==> src/hdl/tah_pkg.sv <==
// Shared types and constants for the thermal alarm block.
// Used by every module of the block and by its checker; depends on nothing.
package tah_pkg;

  // Mode codes as they appear on the result channel.
  typedef enum logic [2:0] {
    MODE_INIT    = 3'd0,
    MODE_MONITOR = 3'd1,
    MODE_ALARM   = 3'd2,
    MODE_TIMEOUT = 3'd3,
    MODE_ERROR   = 3'd4
  } mode_t;

  // Configuration register indexes.
  typedef enum logic [1:0] {
    REG_THRESHOLD  = 2'd0,
    REG_HYSTERESIS = 2'd1,
    REG_MAX_ALARM  = 2'd2,
    REG_UNUSED     = 2'd3
  } reg_idx_t;

  localparam int CFG_INDEX_W = 2;
  localparam int CFG_DATA_W  = 17;
  localparam int IN_TDATA_W  = 56;
  localparam int OUT_TDATA_W = 24;
  localparam int TEMP_W      = 15;
  localparam int HYS_W       = 11;
  localparam int MAXT_W      = 17;
  localparam int TIME_W      = 32;

  // Register limits and reset values.
  localparam logic signed [TEMP_W-1:0] THR_LO    = -15'sd4000;
  localparam logic signed [TEMP_W-1:0] THR_HI    = 15'sd8500;
  localparam logic signed [TEMP_W-1:0] THR_RESET = 15'sd2500;
  localparam logic [HYS_W-1:0]         HYS_LO    = 11'd10;
  localparam logic [HYS_W-1:0]         HYS_HI    = 11'd2000;
  localparam logic [HYS_W-1:0]         HYS_RESET = 11'd100;
  localparam logic [MAXT_W-1:0]        MAXT_LO    = 17'd1000;
  localparam logic [MAXT_W-1:0]        MAXT_HI    = 17'd120000;
  localparam logic [MAXT_W-1:0]        MAXT_RESET = 17'd10000;

  // Current register settings.
  typedef struct packed {
    logic signed [TEMP_W-1:0] thr;
    logic [HYS_W-1:0]         hys;
    logic [MAXT_W-1:0]        maxt;
  } cfg_t;

  // One update request.
  typedef struct packed {
    logic                     init_good;
    logic signed [TEMP_W-1:0] sensor_temperature;
    logic                     read_good;
    logic [TIME_W-1:0]        time_now;
  } in_item_t;

  // One update result.
  typedef struct packed {
    logic                     init_taken;
    logic                     read_taken;
    logic signed [TEMP_W-1:0] held_temperature;
    logic                     buzzer;
    mode_t                    mode;
  } out_item_t;

endpackage

==> src/hdl/tah_cfg_regs.sv <==
// Configuration registers of the thermal alarm block, clamped on write.
// Depends on tah_pkg.
module tah_cfg_regs (
  input  logic                               clk,
  input  logic                               rst_n,
  input  logic                               cfg_valid,
  output logic                               cfg_ready,
  input  logic [tah_pkg::CFG_INDEX_W-1:0]    cfg_index,
  input  logic [tah_pkg::CFG_DATA_W-1:0]     cfg_data,
  output tah_pkg::cfg_t                      cfg
);
  import tah_pkg::*;

  cfg_t cfg_r, cfg_nxt;
  logic signed [TEMP_W-1:0] thr_wr;
  logic [HYS_W-1:0]         hys_wr;
  logic [MAXT_W-1:0]        maxt_wr;

  // Writes are always taken.
  assign cfg_ready = 1'b1;

  // Clamp the written value and steer it to the addressed register.
  always_comb begin
    thr_wr  = $signed(cfg_data[TEMP_W-1:0]);
    hys_wr  = cfg_data[HYS_W-1:0];
    maxt_wr = cfg_data[MAXT_W-1:0];
    if (thr_wr < THR_LO) thr_wr = THR_LO;
    if (thr_wr > THR_HI) thr_wr = THR_HI;
    if (hys_wr < HYS_LO) hys_wr = HYS_LO;
    if (hys_wr > HYS_HI) hys_wr = HYS_HI;
    if (maxt_wr < MAXT_LO) maxt_wr = MAXT_LO;
    if (maxt_wr > MAXT_HI) maxt_wr = MAXT_HI;

    cfg_nxt = cfg_r;
    if (cfg_valid) begin
      case (reg_idx_t'(cfg_index))
        REG_THRESHOLD:  cfg_nxt.thr  = thr_wr;
        REG_HYSTERESIS: cfg_nxt.hys  = hys_wr;
        REG_MAX_ALARM:  cfg_nxt.maxt = maxt_wr;
        default:        cfg_nxt = cfg_r;
      endcase
    end
  end

  always_ff @(posedge clk) begin
    if (!rst_n) begin
      cfg_r.thr  <= THR_RESET;
      cfg_r.hys  <= HYS_RESET;
      cfg_r.maxt <= MAXT_RESET;
    end else begin
      cfg_r <= cfg_nxt;
    end
  end

  assign cfg = cfg_r;

endmodule

==> src/hdl/tah_in_stage.sv <==
// Input register of the thermal alarm block: holds one accepted update.
// Depends on tah_pkg.
module tah_in_stage (
  input  logic                clk,
  input  logic                rst_n,
  input  logic                in_valid,
  output logic                in_ready,
  input  tah_pkg::in_item_t   in_item,
  input  logic                advance,
  output logic                item_valid,
  output tah_pkg::in_item_t   item
);
  import tah_pkg::*;

  logic     valid_r;
  in_item_t item_r;

  // The register frees up in the same cycle the core consumes it.
  assign in_ready = !valid_r || advance;

  always_ff @(posedge clk) begin
    if (!rst_n) begin
      valid_r <= 1'b0;
    end else if (in_ready) begin
      valid_r <= in_valid;
    end
  end

  always_ff @(posedge clk) begin
    if (in_ready && in_valid) begin
      item_r <= in_item;
    end
  end

  assign item_valid = valid_r;
  assign item       = item_r;

endmodule

==> src/hdl/tah_core.sv <==
// Alarm state machine with its timers and the result register.
// Depends on tah_pkg; fed by tah_in_stage and tah_cfg_regs.
module tah_core #(
  parameter int SAMPLE_PERIOD_MS = 500,
  parameter int RETRY_PERIOD_MS  = 1000
) (
  input  logic                clk,
  input  logic                rst_n,
  input  logic                item_valid,
  input  tah_pkg::in_item_t   item,
  output logic                advance,
  input  tah_pkg::cfg_t       cfg,
  output logic                out_valid,
  input  logic                out_ready,
  output tah_pkg::out_item_t  out_item
);
  import tah_pkg::*;

  mode_t             mode_r, mode_nxt;
  logic signed [TEMP_W-1:0] last_temp_r, last_temp_nxt;
  logic [TIME_W-1:0] last_sample_r, last_sample_nxt;
  logic [TIME_W-1:0] alarm_start_r, alarm_start_nxt;
  logic [TIME_W-1:0] last_retry_r, last_retry_nxt;
  logic              out_valid_r;
  out_item_t         out_r, out_nxt;

  logic signed [TEMP_W-1:0] thr;
  logic signed [TEMP_W:0]   off_level;
  logic signed [TEMP_W-1:0] temp;
  logic [TIME_W-1:0]        now;
  logic                     alarm_expired;
  logic                     sample_due;
  logic                     retry_due;
  logic                     fresh;
  logic                     init_taken;
  mode_t                    mode_v;

  // An update is processed when the result register is free or being drained.
  assign advance = item_valid && (!out_valid_r || out_ready);

  assign now       = item.time_now;
  assign temp      = item.sensor_temperature;
  assign thr       = cfg.thr;
  assign off_level = {thr[TEMP_W-1], thr} - $signed({5'b0, cfg.hys});

  // Elapsed times are modulo-2^32 differences.
  assign alarm_expired = (now - alarm_start_r) >= TIME_W'(cfg.maxt);
  assign retry_due     = (now - last_retry_r) >= TIME_W'(RETRY_PERIOD_MS);

  // Next state and result for the update in the input register.
  always_comb begin
    mode_v          = mode_r;
    last_temp_nxt   = last_temp_r;
    last_sample_nxt = last_sample_r;
    alarm_start_nxt = alarm_start_r;
    last_retry_nxt  = last_retry_r;
    init_taken      = 1'b0;
    fresh           = 1'b0;

    if (mode_v == MODE_ALARM && alarm_expired) mode_v = MODE_TIMEOUT;

    sample_due = (mode_v != MODE_INIT) &&
                 ((now - last_sample_r) >= TIME_W'(SAMPLE_PERIOD_MS));
    if (sample_due) begin
      last_sample_nxt = now;
      if (item.read_good) begin
        last_temp_nxt = temp;
        fresh         = 1'b1;
      end else begin
        mode_v = MODE_ERROR;
      end
    end

    mode_nxt = mode_v;
    case (mode_v)
      MODE_INIT: begin
        init_taken = 1'b1;
        mode_nxt   = item.init_good ? MODE_MONITOR : MODE_ERROR;
      end
      MODE_MONITOR: begin
        if (fresh && temp >= thr) begin
          mode_nxt        = MODE_ALARM;
          alarm_start_nxt = now;
        end
      end
      MODE_ALARM, MODE_TIMEOUT: begin
        if (fresh && $signed({temp[TEMP_W-1], temp}) <= off_level) mode_nxt = MODE_MONITOR;
      end
      MODE_ERROR: begin
        if (retry_due) begin
          last_retry_nxt = now;
          init_taken     = 1'b1;
          if (item.init_good) mode_nxt = MODE_MONITOR;
        end
      end
      default: mode_nxt = MODE_ERROR;
    endcase

    out_nxt.mode             = mode_nxt;
    out_nxt.buzzer           = (mode_nxt == MODE_ALARM);
    out_nxt.held_temperature = last_temp_nxt;
    out_nxt.read_taken       = sample_due;
    out_nxt.init_taken       = init_taken;
  end

  // State registers move only when an update is processed.
  always_ff @(posedge clk) begin
    if (!rst_n) begin
      mode_r        <= MODE_INIT;
      last_temp_r   <= '0;
      last_sample_r <= '0;
      alarm_start_r <= '0;
      last_retry_r  <= '0;
    end else if (advance) begin
      mode_r        <= mode_nxt;
      last_temp_r   <= last_temp_nxt;
      last_sample_r <= last_sample_nxt;
      alarm_start_r <= alarm_start_nxt;
      last_retry_r  <= last_retry_nxt;
    end
  end

  // Result register valid flag.
  always_ff @(posedge clk) begin
    if (!rst_n) begin
      out_valid_r <= 1'b0;
    end else if (advance) begin
      out_valid_r <= 1'b1;
    end else if (out_ready) begin
      out_valid_r <= 1'b0;
    end
  end

  always_ff @(posedge clk) begin
    if (advance) begin
      out_r <= out_nxt;
    end
  end

  assign out_valid = out_valid_r;
  assign out_item  = out_r;

endmodule

==> src/hdl/thermal_alarm_hysteresis_fsm.sv <==
// Over-temperature alarm with hysteresis, alarm timeout and sensor recovery.
// Top level; instantiates tah_cfg_regs, tah_in_stage and tah_core (tah_pkg).
//
// Usage:
//   in_*  : one update per transfer (time in ms, read result, init result).
//   out_* : exactly one result per update, in order (mode, buzzer, held
//           temperature, and which input fields the update consumed).
//   cfg_* : register writes (0 threshold, 1 hysteresis, 2 max alarm time),
//           clamped to their legal ranges; other indexes are ignored.
//           Write only while no update is in flight.
// An input transfer passes the input register, then the state logic into the result
// register, before out_tvalid rises.
// Throughput is one update per cycle while out_tready stays high; the alarm state
// and timers update in the cycle an update moves into the result register.
// When the receiver stalls, the result register holds and one more update
// waits in the input register; in_tready then drops until out_tready returns.
// Reset (rst_n low, synchronous) empties both registers, returns the state
// machine to init with all timers and the held temperature at zero, and
// restores the register defaults 2500, 100 and 10000.
module thermal_alarm_hysteresis_fsm #(
  parameter int SAMPLE_PERIOD_MS = 500,
  parameter int RETRY_PERIOD_MS  = 1000
) (
  input  logic                             clk,
  input  logic                             rst_n,
  // Fields from bit 0: time_now[31:0], read_good[32],
  // sensor_temperature[47:33], init_good[48], unused [55:49].
  input  logic                             in_tvalid,
  output logic                             in_tready,
  input  logic [tah_pkg::IN_TDATA_W-1:0]   in_tdata,
  // Fields from bit 0: mode[2:0], buzzer[3], held_temperature[18:4],
  // read_taken[19], init_taken[20], zero fill [23:21].
  output logic                             out_tvalid,
  input  logic                             out_tready,
  output logic [tah_pkg::OUT_TDATA_W-1:0]  out_tdata,
  input  logic                             cfg_valid,
  output logic                             cfg_ready,
  input  logic [tah_pkg::CFG_INDEX_W-1:0]  cfg_index,
  input  logic [tah_pkg::CFG_DATA_W-1:0]   cfg_data
);
  import tah_pkg::*;

  localparam int IN_ITEM_W  = $bits(in_item_t);
  localparam int OUT_ITEM_W = $bits(out_item_t);

  cfg_t      cfg;
  in_item_t  in_item;
  in_item_t  item;
  out_item_t out_item;
  logic      item_valid;
  logic      advance;

  // Field packing of the stream words.
  assign in_item   = in_item_t'(in_tdata[IN_ITEM_W-1:0]);
  assign out_tdata = {(OUT_TDATA_W - OUT_ITEM_W)'(0), out_item};

  tah_cfg_regs u_cfg (
    .clk       (clk),
    .rst_n     (rst_n),
    .cfg_valid (cfg_valid),
    .cfg_ready (cfg_ready),
    .cfg_index (cfg_index),
    .cfg_data  (cfg_data),
    .cfg       (cfg)
  );

  tah_in_stage u_in (
    .clk        (clk),
    .rst_n      (rst_n),
    .in_valid   (in_tvalid),
    .in_ready   (in_tready),
    .in_item    (in_item),
    .advance    (advance),
    .item_valid (item_valid),
    .item       (item)
  );

  tah_core #(
    .SAMPLE_PERIOD_MS (SAMPLE_PERIOD_MS),
    .RETRY_PERIOD_MS  (RETRY_PERIOD_MS)
  ) u_core (
    .clk        (clk),
    .rst_n      (rst_n),
    .item_valid (item_valid),
    .item       (item),
    .advance    (advance),
    .cfg        (cfg),
    .out_valid  (out_tvalid),
    .out_ready  (out_tready),
    .out_item   (out_item)
  );

endmodule

==> config.mk <==
export PLATFORM = sky130hd
export DESIGN_NAME = thermal_alarm_hysteresis_fsm
export DESIGN_NICKNAME = d
export VERILOG_FILES = /design/src/hdl/tah_pkg.sv /design/src/hdl/tah_cfg_regs.sv /design/src/hdl/tah_in_stage.sv /design/src/hdl/tah_core.sv /design/src/hdl/thermal_alarm_hysteresis_fsm.sv
export SDC_FILE = /design/constraint.sdc
export NUM_CORES = 1
export LEC_CHECK = 0
export BUFFER_PORTS_ARGS = -buffer_cell sky130_fd_sc_hd__buf_4
export CORE_ASPECT_RATIO = 0.9
export CORE_MARGIN = 2
export CORE_UTILIZATION = 45
export CTS_CLUSTER_DIAMETER = 80
export CTS_CLUSTER_SIZE = 8
export DETAILED_ROUTE_END_ITERATION = 10
export PLACE_DENSITY_LB_ADDON = 0.15
export SYNTH_ARGS = -nofsm -noshare
export SYNTH_HDL_FRONTEND = slang
export SYNTH_SLANG_ARGS = --single-unit
==> constraint.sdc <==
create_clock -name clk -period 5.8 [get_ports clk]
set_clock_uncertainty 0.15 [all_clocks]
set_input_delay 0 -clock clk [delete_from_list [all_inputs] [get_ports clk]]
set_output_delay 0 -clock clk [all_outputs]
set_load 0.01 [all_outputs]
## Yosys cells after proc, flatten, opt, wreduce, memory -nomap -nowiden

Index checks and enable logic that the tools add are counted.

| word-level totals | value |
|---|---|
| bits in registers | 229 |
| input port bits | 80 |
| output and inout port bits | 27 |
| logic and storage cells | 86 |

| cells by class | value |
|---|---|
| add/sub/neg operators | 4 |
| magnitude comparators | 11 |
| equality and inequality tests | 8 |
| multiplexer cells | 23 |
| reduce and logical (&&, ||, !) cells | 21 |

Operator list:

| cell | number |
|---|---|
| $sub 32x32->32 | 3 |
| $mux 15 | 4 |
| $mux 17 | 2 |
| $ge 32x10->1 const B | 1 |
| $ge 32x17->1 | 1 |
| $ge 32x9->1 const B | 1 |
| $mux 3 | 8 |
| $mux 11 | 2 |
| $gt 17x17->1 const B | 1 |
| $lt 17x10->1 const B | 1 |
| $le 15x16->1 | 1 |
| $sub 15x12->16 | 1 |
| $ge 15x15->1 | 1 |
| $gt 15x15->1 const B | 1 |
| $lt 15x13->1 const B | 1 |
| $eq 3x2->1 const B | 4 |
| $pmux 3 s4 | 1 |
| $gt 11x11->1 const B | 1 |
| $lt 11x4->1 const B | 1 |
| $reduce_and 2->1 | 4 |
| $logic_and 1x1->1 | 6 |
| $reduce_and 3->1 | 2 |
| $mux 1 | 5 |
| $eq 3x1->1 const B | 1 |
| 11 further kinds | 13 |

## Longest topological paths before layout

Gate-level depths: netlist of run 1.

| depth | value |
|---|---|
| depth in word-level cells | 11 |
| gate-level depth with buffers | 27 |
| depth with buffers taken out | 27 |

## Hierarchy

Synthesis of run 1 repeated with hierarchy kept, for this count alone.

| unflattened totals | value |
|---|---|
| cells, all modules | 2,023 |
| area, all modules | 17,016.3 sq um |

By module, submodules not included:

| module | instances | cells an instance | area an instance (sq um) | sequential area each (sq um) |
|---|---|---|---|---|
| tah_core | 1 | 1,731 | 13,526.7 | 2,932.8 |
| tah_cfg_regs | 1 | 234 | 1,934.4 | 860.8 |
| tah_in_stage | 1 | 54 | 1,529.0 | 1,491.4 |
| thermal_alarm_hysteresis_fsm | 1 | 4 | 26.3 | 0.0 |

## Least setup slack after synthesis of run 1

No wires, ideal clock.

| timing path | value |
|---|---|
| path kind | reg2reg |
| from | reg u_cfg.cfg_r, in the netlist u_cfg.cfg[18] |
| to | reg u_core.mode_r[0] |
| data arrival time | 4.275 ns |
| setup slack | 1.259 ns |
| stages on the path, launching flop included | 27 |
| buffers on the path | 0 |
| path through | dfxtp_1 inv_1 ha_1 nor2b_1 o21ai_0 a21oi_1 o21ai_0 a21oi_1 o21ai_0 a21oi_1 o21a_1 nor2_1 o21ai_0 nor3_1 xnor2_1 ha_1 a21o_1 a21o_1 a21oi_1 o21ai_0 or3_1 a2bb2oi_1 nor2_1 a21oi_1 a31o_2 o211ai_1 o21ba_2 |

| on the way | value |
|---|---|
| cells in the longest elaborated chain, start to end | 5 |

RTL lines:

| element | line | text |
|---|---|---|
| start, declared | tah_cfg_regs.sv:14 | `cfg_t cfg_r, cfg_nxt;` |
| start signal, assigned | tah_cfg_regs.sv:51 | `cfg_r <= cfg_nxt;` |
| $sub 15x12->16 | tah_core.sv:44 | `assign off_level = {thr[TEMP_W-1], thr} - $signed({5'b0, cfg.hys});` |
| $le 15x16->1 | tah_core.sv:87 | `if (fresh && $signed({temp[TEMP_W-1], temp}) <= off_level) mode_nxt = MODE_MONITOR;` |
| $logic_and 1x1->1 | tah_core.sv:87 |  |
| $mux 3 | tah_core.sv:87 |  |
| $pmux 3 s4 | tah_core.sv:75 | `case (mode_v)` |
| via u_core.mode_nxt[0] | tah_core.sv:19 | `mode_t mode_r, mode_nxt;` |
| end signal, assigned | tah_core.sv:115 | `mode_r <= mode_nxt;` |
| end, declared | tah_core.sv:19 |  |

The timed path passes the listed nets, and every way through them passes these cells.
A chain may end at the register's enable or synchronous reset.

## Worst setup path in the final report of run 1

| timing path | value |
|---|---|
| from | reg u_in.item_r, in the netlist u_in.item[1] |
| to | reg u_core.mode_r[0] |

| on the way | value |
|---|---|
| cells in the longest elaborated chain, start to end | 10 |

RTL lines:

| element | line | text |
|---|---|---|
| start, declared | tah_in_stage.sv:16 | `in_item_t item_r;` |
| start signal, assigned | tah_in_stage.sv:31 | `item_r <= in_item;` |
| $sub 32x32->32 | tah_core.sv:47 | `assign alarm_expired = (now - alarm_start_r) >= TIME_W'(cfg.maxt);` |
| $ge 32x17->1 | tah_core.sv:47 |  |
| $logic_and 1x1->1 | tah_core.sv:60 | `if (mode_v == MODE_ALARM && alarm_expired) mode_v = MODE_TIMEOUT;` |
| $mux 3 | tah_core.sv:60 |  |
| $reduce_bool 3->1 | tah_core.sv:62 | `sample_due = (mode_v != MODE_INIT) &&` |
| $logic_and 1x1->1 | tah_core.sv:62 |  |
| $mux 3 or $mux 1 (tied branches) | tah_core.sv:64 | `if (sample_due) begin` |
| $eq 3x2->1 (tied with other cells) | tah_core.sv:75 |  |
| $reduce_or 2->1 (tied with other cells) | tah_core.sv:75 |  |
| $pmux 3 s4 (*) | tah_core.sv:75 |  |
| via u_core.mode_nxt[0] | tah_core.sv:19 |  |

Mark *: on every way through the listed nets, which the timed path passes. The rest lies on a longest branch.

==> Flow_metrics.wiki, run 1 <==
{| class="wikitable"
! Metric !! Value
|-
| Crit path max-delay family || compound AO/OA/AOI/OAI gates
|-
| Count of maximum capacitance violations || 0
|-
| Final Wtd Congestion || 0.918
|-
| Pwr per Cell Area || 244 nW/um^2
|-
| Most congested layer reported by global routing || met1
|-
| Fraction of layout cells with a size suffix above 1 || 0.0972
|-
| Fin crit share || 0.920
|-
| Simple logic cell fraction of the synthesized area || 0.191
|-
| Vias in the first global route || 13718
|-
| Post-detailed-route wirelength per cell || 17.3 um
|-
| Register cell area after layout || 5290 sq um
|-
| Antenna violations before repair || 0
|-
| Cell area after technology mapping || 16200 sq um
|-
| Number of fill cells in the layout || 3319
|-
| Initial Util || 0.459
|-
| Share of flip-flops with an asynchronous set or reset || 0
|-
| Number of warnings printed during yosys synthesis || 0
|-
| Worst Max-Slew Pin Slew || 0.977 ns
|-
| Multi-input gate area in the final layout || 9860 sq um
|-
| Class of the worst hold path || in2reg
|-
| Outcome || finished clean
|-
| RSZ-0062 raised after global routing || false
|-
| CP Data Arrival Time || 5.60 ns
|-
| Switching share of total power || 0.288
|-
| Fmax achieved || 0.187 GHz
|-
| Diodes inserted || 0
|-
| Global-route met2 utilization || 0.350
|-
| Most used standard cell by instance count after synthesis || inv_1
|-
| FF-to-FF setup slack || 0.47 ns
|-
| #FFs+latches synth || 229
|-
| Most used DFF post-synth || dfxtp_1
|-
| Combinational fraction of design power || 0.206
|-
| Clock-pin slew on the worst setup and hold paths || 0.06 ns
|-
| Maximum number of pins on one net before global-route repair || 117
|-
| Category of the worst setup path launch point || register
|-
| Leading cell types by total area after synthesis || dfxtp_1 (20%), edfxtp_1 (13%), ha_1 (12%)
|-
| Number of placement rows || 65
|-
| Area leader, netlist || dfxtp_1
|-
| Number of remaining DRC errors || 0
|-
| Largest vdd supply drop || 0.199 mV
|-
| Critical path class || reg2reg
|-
| Worst max-slew margin expressed relative to the limit || 0.349
|-
| Cells resized by post-CTS repair || 0
|-
| Global-route total usage across every layer || 0.240
|-
| Setup crit end kind || register
|-
| Number of distinct library cells after synthesis || 87
|-
| Top-area cell type share of the netlist area || 0.196
|-
| Sequence of cells on the critical path || inv_1 -> fa_1 -> nor2b_1 -> o31a_1 -> o21ai_0 -> o21ai_0 -> nand3_1 -> nand2_1 -> xor2_1 -> ha_1 -> a21oi_1 -> nor2b_1 -> o21ai_0 -> nand2b_1 -> a2111oi_0 -> o211ai_1 -> nor4_1 -> nand4_1 -> nor4_1 -> buf_4 -> a31o_2 -> o211ai_1 -> o21ba_2
|-
| LEAKAGE || 7.72 nW
|-
| Fraction of the mapped netlist area in compound gates || 0.206
|-
| Synthesized-area fraction occupied by adder cells || 0.123
|-
| Number of port buffers || 95
|-
| Clock latency at the later pin of the worst-skew pair || 0.53 ns
|-
| Total number of H-tree levels || 2
|-
| Area growth from synthesis to final layout || 18.7%
|-
| Xor/xnor share of the synthesized area || 0.0313
|-
| Clock tree from TritonCTS || yes
|-
| Crit path max-delay cell type || fa_1
|-
| Fraction of the yosys area taken by sequential cells || 0.326
|-
| Clock tree root driver cell || clkbuf_16
|-
| Final Setup Violations || 0
|-
| Number of standard cells after synthesis || 1922
|-
| Fraction of met1 tracks used by global routing || 0.365
|-
| Maximum buffer depth of the clock tree || 3
|-
| Antenna-violating nets left || 0
|-
| Number of nets in the layout || 2325
|-
| Number of synthesized flops with an enable pin || 70
|-
| Commonest cells in the netlist || inv_1 (181), nand2_1 (167), dfxtp_1 (159)
|-
| Final Hold Vio Count || 0
|-
| Most frequent CP cell || o21ai_0
|-
| Final number of max-transition violations || 0
|-
| CTS Sinks || 229
|-
| Sequential Power Share || 0.380
|-
| Multiplexer area fraction after synthesis || 0.0549
|-
| Floorplan core area || 35300 sq um
|-
| Global-route wire length before repair || 72.5 mm
|-
| Required time worst endpoint || 6.07 ns
|-
| Die outline area || 37600 sq um
|-
| Maximum cell stage delay along the critical path || 0.49 ns
|-
| Met3 GRT Util || 0.0334
|-
| Half-perimeter wire length after detailed placement || 33.2 mm
|-
| Post CTS Setup Buffer Count || 0
|-
| Die outline height || 184 um
|-
| Cell Int Power || 0.00334 W
|-
| Number of buffers created by CTS || 35
|-
| Count of placed standard cells in the final layout, fillers left out || 2578
|-
| Wire length reported by the detailed router || 44.7 mm
|-
| Clock period minus final worst setup slack || 5.33 ns
|-
| TritonRoute pass-1 iters || 5
|-
| Global route total overflow || 0
|-
| Vias per cell || 5.59
|-
| Cell count after placement || 2432
|-
| Crit path buffers/inverters || 2
|-
| Share of power burned in the clock network || 0.415
|-
| Sw power || 0.00135 W
|-
| Count of boundary I/O pins || 107
|-
| Average cell area after synthesis || 8.44 sq um
|-
| Via count of the routed design || 14404
|-
| Horizontal die dimension || 204 um
|-
| Setup TNS || 0 ns
|-
| Worst Path Max Fanout || 6
|-
| Iteration-0 DRC count of the detailed router || 1083
|-
| Main combinational cell family by area after synthesis || compound AO/OA/AOI/OAI gates
|}
[path summary, 6_finish.rpt]
check	start	end	cells past startpoint
setup / recovery	u_in.item[1]	u_core.mode_r[0]	23
hold / removal	in_tdata[39]	u_in.item[39]	2
setup reg to reg	u_in.item[1]	u_core.mode_r[0]	23
hold reg to reg	u_core.last_retry_r[16]	u_core.last_retry_r[16]	2
[state kept, by name, indices dropped and copies added (netlist names)]
| name | cells |
|---|---|
| u_cfg.cfg | 43 |
| u_core.last_temp_r | 15 |
| u_core.out_item | 21 |
| u_core.alarm_start_r | 32 |
| u_core.last_sample_r | 32 |
| u_core.mode_r | 3 |
| u_core.out_valid | 1 |
| u_in.item_valid | 1 |
| u_core.last_retry_r | 32 |
| u_in.item | 49 |
[worst register-to-register path: stages (launching register included)]
cell       delay (ns)
edfxtp_1         0.48
inv_1            0.20
fa_1             0.49
nor2b_1          0.19
o31a_1           0.21
o21ai_0          0.19
o21ai_0          0.30
nand3_1          0.12
nand2_1          0.10
xor2_1           0.07
ha_1             0.19
a21oi_1          0.12
nor2b_1          0.05
o21ai_0          0.14
nand2b_1         0.08
a2111oi_0        0.41
o211ai_1         0.23
nor4_1           0.25
nand4_1          0.17
nor4_1           0.35
buf_4            0.21
a31o_2           0.17
o211ai_1         0.14
o21ba_2          0.23
[metal layers]
metal / vias to the layer above / share of wire
met3: 76 / 0.051
met4: 0 / 0.020
met5: - / 0
met1: 6746 / 0.52
li1: 7208 / -
met2: 374 / 0.41
[layout by cell type, fill, tap and decap left out, types with 7 or more instances in the layout]
cell / instances
o21a_1: 26
o22ai_1: 7
o21ai_0: 117
xnor2_1: 35
nor2b_1: 86
a21oi_1: 122
nor2_1: 122
o221ai_1: 7
clkbuf_16: 36
mux2_2: 15
xor2_1: 23
a31oi_1: 15
ha_1: 153
nand2b_1: 25
and2_1: 13
nand2_1: 167
dlygate4sd3_1: 88
or3_1: 10
dfxtp_1: 159
mux2i_1: 72
nor3_1: 32
o21ai_1: 16
and3_1: 13
o211ai_1: 32
o2111ai_1: 7
a21o_1: 39
a211oi_1: 11
edfxtp_1: 70
nand4_1: 29
clkbuf_1: 17
nor4_1: 16
inv_1: 181
a22oi_1: 10
nand3_1: 68
buf_4: 119
o21bai_1: 10
a21boi_0: 14
[final cells by class]
| cell class | instances | share of cell area |
|---|---|---|
| multi-input cells | 1433 | 0.513 |
| flip-flops and latches | 229 | 0.275 |
| repair buffers | 208 | 0.0932 |
| clock buffers | 54 | 0.0508 |
| inverters | 181 | 0.0353 |
| well taps | 469 | 0.0305 |
| clock inverters | 4 | 0.00293 |
[power groups by stage]
stage | Combinational [W] | Sequential, W | Clock [W]
2_1_floorplan | 0.000650 | 0.00179 | 0
3_3_place_gp | 0.000889 | 0.00181 | 0
3_5_place_dp | 0.000905 | 0.00181 | 0
4_1_cts | 0.000955 | 0.00178 | 0.00199
5_1_grt | 0.00108 | 0.00179 | 0.00206
6_report | 0.000964 | 0.00178 | 0.00194
[cell families after synthesis]
logic type,Yosys count
compound gates,509
xor+xnor,58
fa+ha+maj,157
buf+inv,262
flops,229
mux,87
other cells,2
simple gates,618
[stage by stage]
stage	cell area (sq um)	utilization	hold slack [ns]	setup slack, ns	power [W]
final	19200	0.545	0.0386	0.466	0.00469
after global routing	19200	0.545	0.0271	0.0320	0.00492
after CTS	19200	0.545	0.0170	0.493	0.00473
after detailed placement	17300	0.491	0.0292	0.563	0.00271
after global placement	17300	0.491	0.0281	0.609	0.00270
after floorplan	16200	-	-0.0511	1.26	0.00244
[what timing repair did]
action                                  in CTS  in global routing
endpoints found under the setup margin       0                  0
hold buffers                                88                  0
endpoints found under the hold margin      119                  0
No activity file was read; power rests on OpenSTA's default activity.
==> inputs of run 2 (changes only) <==
--- a/config.mk
+++ b/config.mk
@@ -5,6 +5,7 @@
 export SDC_FILE = /design/constraint.sdc
 export NUM_CORES = 1
 export LEC_CHECK = 0
+export ABC_CLOCK_PERIOD_IN_PS = 5800
 export BUFFER_PORTS_ARGS = -buffer_cell sky130_fd_sc_hd__buf_4
 export CORE_ASPECT_RATIO = 0.9
 export CORE_MARGIN = 2
@@ -12,6 +13,7 @@
 export CTS_CLUSTER_DIAMETER = 80
 export CTS_CLUSTER_SIZE = 8
 export DETAILED_ROUTE_END_ITERATION = 10
+export GPL_TIMING_DRIVEN = 0
 export PLACE_DENSITY_LB_ADDON = 0.15
 export SYNTH_ARGS = -nofsm -noshare
 export SYNTH_HDL_FRONTEND = slang
==> run 2 against run 1 <==
Non-clock buffer count up 45. Register-to-register slack worse by 0.04 ns. Combinational power about the same. Die area unchanged. Sequential share of layout area down 0.21 points. Core utilization up 0.43 points. Sequential cell count unchanged. First-iteration DRC count up 1.0%. Final cell count up 1.7%. Critical path type unchanged. Largest power group unchanged. Highest routed layer is now met5.
==> Flow_metrics.wiki, run 2 (same netlist as run 1, synthesis figures left out) <==
{| class="wikitable"
! Metric !! Value
|-
| Wire length reported by the detailed router || 46.2 mm (was 44.7 mm)
|-
| Outcome || finished clean (unchanged)
|-
| Fmax achieved || 0.186 GHz (was 0.187 GHz)
|-
| Maximum buffer depth of the clock tree || 3 (unchanged)
|-
| Global-route total usage across every layer || 0.246 (was 0.240)
|-
| CP Data Arrival Time || 5.65 ns (was 5.60 ns)
|-
| LEAKAGE || 7.74 nW (was 7.72 nW)
|-
| Clock period minus final worst setup slack || 5.37 ns (was 5.33 ns)
|-
| Final Wtd Congestion || 0.907 (was 0.918)
|-
| Area growth from synthesis to final layout || 19.6% (was 18.7%)
|-
| Clock latency at the later pin of the worst-skew pair || 0.54 ns (was 0.53 ns)
|-
| Global route total overflow || 0 (unchanged)
|-
| Fraction of layout cells with a size suffix above 1 || 0.0952 (was 0.0972)
|-
| Initial Util || 0.459 (unchanged)
|-
| Final number of max-transition violations || 0 (unchanged)
|-
| Floorplan core area || 35300 sq um (unchanged)
|-
| Global-route wire length before repair || 73.7 mm (was 72.5 mm)
|-
| Required time worst endpoint || 6.08 ns (was 6.07 ns)
|-
| Die outline area || 37600 sq um (unchanged)
|-
| Clock tree from TritonCTS || yes (unchanged)
|-
| Via count of the routed design || 14553 (was 14404)
|-
| Post-layout power || 0.00469 W (about the same)
|-
| Number of port buffers || 88 (was 95)
|-
| Number of fill cells in the layout || 3320 (was 3319)
|-
| Number of nets in the layout || 2370 (was 2325)
|-
| Setup crit end kind || register (unchanged)
|-
| Most common cell after layout, fill and taps aside || inv_1 (unchanged)
|-
| CTS Sinks || 229 (unchanged)
|-
| Count of placed standard cells in the final layout, fillers left out || 2623 (was 2578)
|-
| RSZ-0062 raised after global routing || false (unchanged)
|-
| Number of flip-flops under the largest register name || 49 (unchanged)
|-
| Maximum number of pins on one net before global-route repair || 31 (was 117)
|-
| Iteration-0 DRC count of the detailed router || 1094 (was 1083)
|-
| Number of buffers created by CTS || 35 (unchanged)
|-
| Clock-pin slew on the worst setup and hold paths || 0.05 ns (was 0.06 ns)
|-
| Vias in the first global route || 14029 (was 13718)
|-
| Final Hold Vio Count || 0 (unchanged)
|-
| Final Setup Violations || 0 (unchanged)
|-
| Antenna-violating nets left || 0 (unchanged)
|-
| Class of the worst hold path || in2reg (unchanged)
|-
| Die outline height || 184 um (unchanged)
|-
| Critical path class || reg2reg (unchanged)
|-
| Number of placement rows || 65 (unchanged)
|-
| Number of remaining DRC errors || 0 (unchanged)
|-
| Largest vdd supply drop || 0.245 mV (was 0.199 mV)
|-
| Clock tree root driver cell || clkbuf_16 (unchanged)
|-
| Fin crit share || 0.926 (was 0.920)
|-
| Category of the worst setup path launch point || register (unchanged)
|-
| Post-detailed-route wirelength per cell || 17.6 um (was 17.3 um)
|-
| Worst max-slew margin expressed relative to the limit || 0.366 (was 0.349)
|-
| Vias per cell || 5.55 (was 5.59)
|-
| Cell count after placement || 2482 (was 2432)
|-
| Final cell area excluding filler cells || 19400 sq um (was 19200 sq um)
|-
| TritonRoute pass-1 iters || 5 (unchanged)
|-
| Pwr per Cell Area || 242 nW/um^2 (was 244 nW/um^2)
|-
| Commonest cells after routing, fill and taps aside || inv_1 (180), nand2_1 (167), dfxtp_1 (159), ha_1 (153) (was inv_1 (181), nand2_1 (167), dfxtp_1 (159), ha_1 (153))
|-
| Worst Path Max Fanout || 4 (was 6)
|-
| Setup TNS || 0 ns (unchanged)
|-
| Half-perimeter wire length after detailed placement || 35.3 mm (was 33.2 mm)
|-
| Core Util, Final || 0.549 (was 0.545)
|-
| Count of maximum capacitance violations || 0 (unchanged)
|-
| Count of boundary I/O pins || 107 (unchanged)
|-
| Total number of H-tree levels || 2 (unchanged)
|-
| Worst Max-Slew Pin Slew || 0.951 ns (was 0.977 ns)
|-
| Antenna violations before repair || 1 (was 0)
|-
| Horizontal die dimension || 204 um (unchanged)
|-
| Placed Instance Area || 17500 sq um (was 17300 sq um)
|}
[run 2: changes by cell type in the layout (fill, tap and decap cells not counted), moves of 3 or more]
cell,change
clkbuf_2,+4
clkbuf_1,+51
dlygate4sd3_1,-7
buf_12,+3
buf_2,+10
buf_4,-20
[run 2: final cells by class]
cell class                 count  area (sq um)  share of cell area
inverter                     181           679              0.0350
clock inverter                 5          92.6             0.00477
clock buffer                  52           950              0.0490
antenna                        1          2.50            0.000129
timing repair buffer         172          1510              0.0777
multi-input combinational   1433          9880               0.509
buffer                        81           412              0.0212
sequential                   229          5290               0.273
tap                          469           587              0.0303
[run 2: report_power, final]
group	leakage, nW	internal, W	total [W]	switching [W]
Clock	0.495	0.00118	0.00194	0.000759
Combinational	5.28	0.000414	0.000961	0.000547
Sequential	1.97	0.00172	0.00179	0.0000710
Total	7.74	0.00332	0.00469	0.00138
[run 2: through the flow]
| step | hold WS, ns | setup slack (ns) |
|---|---|---|
| after floorplan | -0.0511 | 1.26 |
| after global placement | 0.0285 | -0.323 |
| after detailed placement | 0.0293 | -0.383 |
| after CTS | 0.0101 | 0.0548 |
| after global routing | 0.0295 | 0.0225 |
| final | 0.0148 | 0.428 |
[run 2: critical path, cell delays in order, from the launching register on]
cell	delay (ns)
edfxtp_1	0.42
inv_1	0.14
ha_1	0.26
fa_1	0.41
nor2b_1	0.20
o31a_1	0.22
o21ai_0	0.20
o21ai_1	0.25
nand3_1	0.10
nand2_1	0.10
xor2_1	0.07
ha_1	0.19
a21oi_1	0.13
nor2b_1	0.06
o21ai_0	0.15
nand2b_1	0.08
a2111oi_1	0.39
o211ai_1	0.25
nor4_2	0.23
nand4_1	0.21
nor4_4	0.37
a31o_2	0.23
o211ai_1	0.19
o21ba_2	0.25
[run 2: what timing repair did]
| action | in CTS | in global routing |
|---|---|---|
| endpoints found under the hold margin | 94 | 0 |
| hold buffers | 81 | 0 |
| pin swaps | 0 | 2 |
| setup buffers | 0 | 2 |
| endpoints found under the setup margin | 3 | 3 |
| resized for setup | 2 | 5 |
[run 2: worst paths after layout]
check | start | endpoint | slack, ns | cells past startpoint
max | u_in.item[0] | u_core.mode_r[0] | 0.43 | 23
min | rst_n | u_core.alarm_start_r[22] | 0.01 | 3
max reg2reg | u_in.item[0] | u_core.mode_r[0] | 0.43 | 23
min reg2reg | u_core.last_retry_r[28] | u_core.last_retry_r[28] | 0.31 | 2
[run 2: metal layers]
layer	part of all wire	global-route usage	wire length (um)
met1	0.51	0.364	23400
met2	0.42	0.371	19400
met3	0.052	0.0338	2410
met4	0.023	0.0725	1080
met5	0.00028	0	13
==> inputs of run 3 (changes only) <==
--- a/config.mk
+++ b/config.mk
@@ -6,13 +6,13 @@
 export NUM_CORES = 1
 export LEC_CHECK = 0
 export ABC_CLOCK_PERIOD_IN_PS = 5800
-export BUFFER_PORTS_ARGS = -buffer_cell sky130_fd_sc_hd__buf_4
 export CORE_ASPECT_RATIO = 0.9
 export CORE_MARGIN = 2
 export CORE_UTILIZATION = 45
 export CTS_CLUSTER_DIAMETER = 80
 export CTS_CLUSTER_SIZE = 8
 export DETAILED_ROUTE_END_ITERATION = 10
+export DONT_BUFFER_PORTS = 1
 export GPL_TIMING_DRIVEN = 0
 export PLACE_DENSITY_LB_ADDON = 0.15
 export SYNTH_ARGS = -nofsm -noshare
==> run 3 against run 2 <==
Global-route usage fell by 0.11 points. Clock power barely moved. Design area fell by 0.63%.
==> Flow_metrics.wiki, run 3 (same netlist as run 1, synthesis figures left out) <==
{| class="wikitable"
! Metric !! Value
|-
| Outcome || finished clean (unchanged)
|-
| Vias in the first global route || 13675 (was 14029)
|-
| Number of buffers created by CTS || 35 (unchanged)
|-
| Fin crit share || 0.956 (was 0.926)
|-
| Worst max-slew margin expressed relative to the limit || 0.393 (was 0.366)
|-
| Antenna violations before repair || 0 (was 1)
|-
| Final Setup Violations || 0 (unchanged)
|-
| Vias per cell || 5.66 (was 5.55)
|-
| Number of nets in the layout || 2338 (was 2370)
|-
| Core Util, Final || 0.546 (was 0.549)
|-
| Global-route total usage across every layer || 0.245 (was 0.246)
|-
| Setup WS post-layout || 0.258 ns (was 0.428 ns)
|-
| Global route total overflow || 0 (unchanged)
|-
| Final number of max-transition violations || 0 (unchanged)
|-
| Clock-pin slew on the worst setup and hold paths || 0.05 ns (about the same)
|-
| Commonest cells after routing, fill and taps aside || inv_1 (181), nand2_1 (167), dfxtp_1 (159), ha_1 (153), dlygate4sd3_1 (138) (was inv_1 (180), nand2_1 (167), dfxtp_1 (159), ha_1 (153))
|-
| Fraction of layout cells with a size suffix above 1 || 0.0543 (was 0.0952)
|-
| CTS Sinks || 229 (unchanged)
|-
| Clock tree from TritonCTS || yes (unchanged)
|-
| Setup crit end kind || register (unchanged)
|-
| Via count of the routed design || 14648 (was 14553)
|-
| Worst Max-Slew Pin Slew || 0.911 ns (was 0.951 ns)
|-
| Wire length reported by the detailed router || 46.3 mm (was 46.2 mm)
|-
| CP Data Arrival Time || 5.80 ns (was 5.65 ns)
|-
| Initial Util || 0.459 (unchanged)
|-
| Horizontal die dimension || 204 um (unchanged)
|-
| Final Hold Vio Count || 0 (unchanged)
|-
| Largest vdd supply drop || 0.206 mV (was 0.245 mV)
|-
| Number of remaining DRC errors || 0 (unchanged)
|-
| Setup TNS || 0 ns (unchanged)
|-
| Number of port buffers || 0 (was 88)
|-
| FF-to-FF setup slack || 0.26 ns (was 0.43 ns)
|-
| Worst hold margin || 0.0221 ns (was 0.0148 ns)
|-
| Count of maximum capacitance violations || 0 (unchanged)
|-
| LEAKAGE || 7.55 nW (was 7.74 nW)
|-
| TritonRoute pass-1 iters || 6 (was 5)
|-
| Clock period minus final worst setup slack || 5.54 ns (was 5.37 ns)
|-
| Floorplan core area || 35300 sq um (unchanged)
|-
| Post-detailed-route wirelength per cell || 17.9 um (was 17.6 um)
|-
| Global-route wire length before repair || 73.3 mm (was 73.7 mm)
|-
| Total number of H-tree levels || 2 (unchanged)
|-
| Count of boundary I/O pins || 107 (unchanged)
|-
| Maximum buffer depth of the clock tree || 3 (unchanged)
|-
| Required time worst endpoint || 6.06 ns (was 6.08 ns)
|-
| Pwr per Cell Area || 242 nW/um^2 (about the same)
|-
| Most common cell after layout, fill and taps aside || inv_1 (unchanged)
|-
| Maximum number of pins on one net before global-route repair || 33 (was 31)
|-
| Class of the worst hold path || in2reg (unchanged)
|-
| Final Wtd Congestion || 0.889 (was 0.907)
|-
| Category of the worst setup path launch point || register (unchanged)
|-
| Clock tree root driver cell || clkbuf_16 (unchanged)
|-
| Antenna-violating nets left || 0 (unchanged)
|-
| Die outline height || 184 um (unchanged)
|-
| RSZ-0062 raised after global routing || false (unchanged)
|-
| Fmax achieved || 0.180 GHz (was 0.186 GHz)
|-
| Setup slack after placement || -0.316 ns (was -0.383 ns)
|-
| Die outline area || 37600 sq um (unchanged)
|-
| Iteration-0 DRC count of the detailed router || 1292 (was 1094)
|-
| Half-perimeter wire length after detailed placement || 34.6 mm (was 35.3 mm)
|-
| Number of placement rows || 65 (unchanged)
|-
| Clock latency at the later pin of the worst-skew pair || 0.52 ns (was 0.54 ns)
|-
| Number of flip-flops under the largest register name || 49 (unchanged)
|-
| Worst Path Max Fanout || 4 (unchanged)
|-
| Critical path class || reg2reg (unchanged)
|-
| Area growth from synthesis to final layout || 18.8% (was 19.6%)
|}
run 3: cell count changes in the layout (fill, tap and decap cells not counted):
cell	change
inv_1	+1
buf_4	-89
a2111oi_0	+1
nor4_2	-1
clkbuf_16	+1
a2111oi_1	-1
inv_2	-1
a2bb2oi_1	-1
clkinv_16	-1
nor4_1	+1
a2bb2oi_2	+1
clkbuf_1	-5
dlygate4sd3_1	+57
run 3: layer usage:
| metal | up-vias | routed length, um | global-route usage |
|---|---|---|---|
| met5 | - | 0 | 0 |
| met4 | 0 | 1020 | 0.0635 |
| li1 | 7241 | - | - |
| met1 | 6874 | 23300 | 0.366 |
| met2 | 457 | 19400 | 0.369 |
| met3 | 76 | 2600 | 0.0339 |
run 3: final timing paths:
| kind | cells past startpoint | endpoint | start |
|---|---|---|---|
| min reg2reg | 2 | u_core.last_retry_r[3] | u_core.last_retry_r[3] |
| max reg2reg | 23 | u_core.mode_r[0] | u_in.item[0] |
| min | 6 | u_cfg.cfg[40] | cfg_data[0] |
| max | 23 | u_core.mode_r[0] | u_in.item[0] |
run 3: power by group:
| group | switching [W] | leakage (nW) | internal [W] |
|---|---|---|---|
| registers | 0.0000766 | 1.97 | 0.00172 |
| logic | 0.000534 | 5.10 | 0.000401 |
| clock network | 0.000741 | 0.490 | 0.00118 |
| total | 0.00135 | 7.55 | 0.00331 |
run 3: repair_timing:
| action | in CTS | in global routing |
|---|---|---|
| pin swaps | 0 | 1 |
| hold buffers | 138 | 0 |
| resized for setup | 2 | 3 |
| setup endpoints to repair | 3 | 5 |
| hold endpoints to repair | 111 | 0 |
| setup buffers | 0 | 1 |
run 3: metrics by stage:
stage	power, W	instance area [sq um]	cells
after floorplan	0.00244	16200	1924
after global placement	0.00265	16800	2393
after detailed placement	0.00266	16800	2394
after CTS	0.00468	19200	2584
after global routing	0.00488	19300	2585
final	0.00466	19300	2586
run 3: critical path, stage by stage (launching register included):
cell       delay [ns]
edfxtp_1         0.45
inv_1            0.15
ha_1             0.26
fa_1             0.41
nor2b_1          0.19
o31a_1           0.21
o21ai_0          0.22
o21ai_1          0.28
nand3_1          0.11
nand2_1          0.11
xor2_1           0.07
ha_1             0.19
a21oi_1          0.13
nor2b_1          0.06
o21ai_0          0.15
nand2b_1         0.08
a2111oi_0        0.38
o211ai_1         0.24
nor4_1           0.30
nand4_1          0.23
nor4_4           0.36
a31o_2           0.23
o211ai_1         0.21
o21ba_2          0.27
run 3: area by class of cell:
type	instances	area (sq um)
clock buffer	48	956
fill	3290	16000
timing repair buffer	140	1410
multi-input combinational	1433	9880
tap	469	587
inverter	181	679
buffer	81	412
antenna	1	2.50
sequential	229	5290
clock inverter	4	62.6
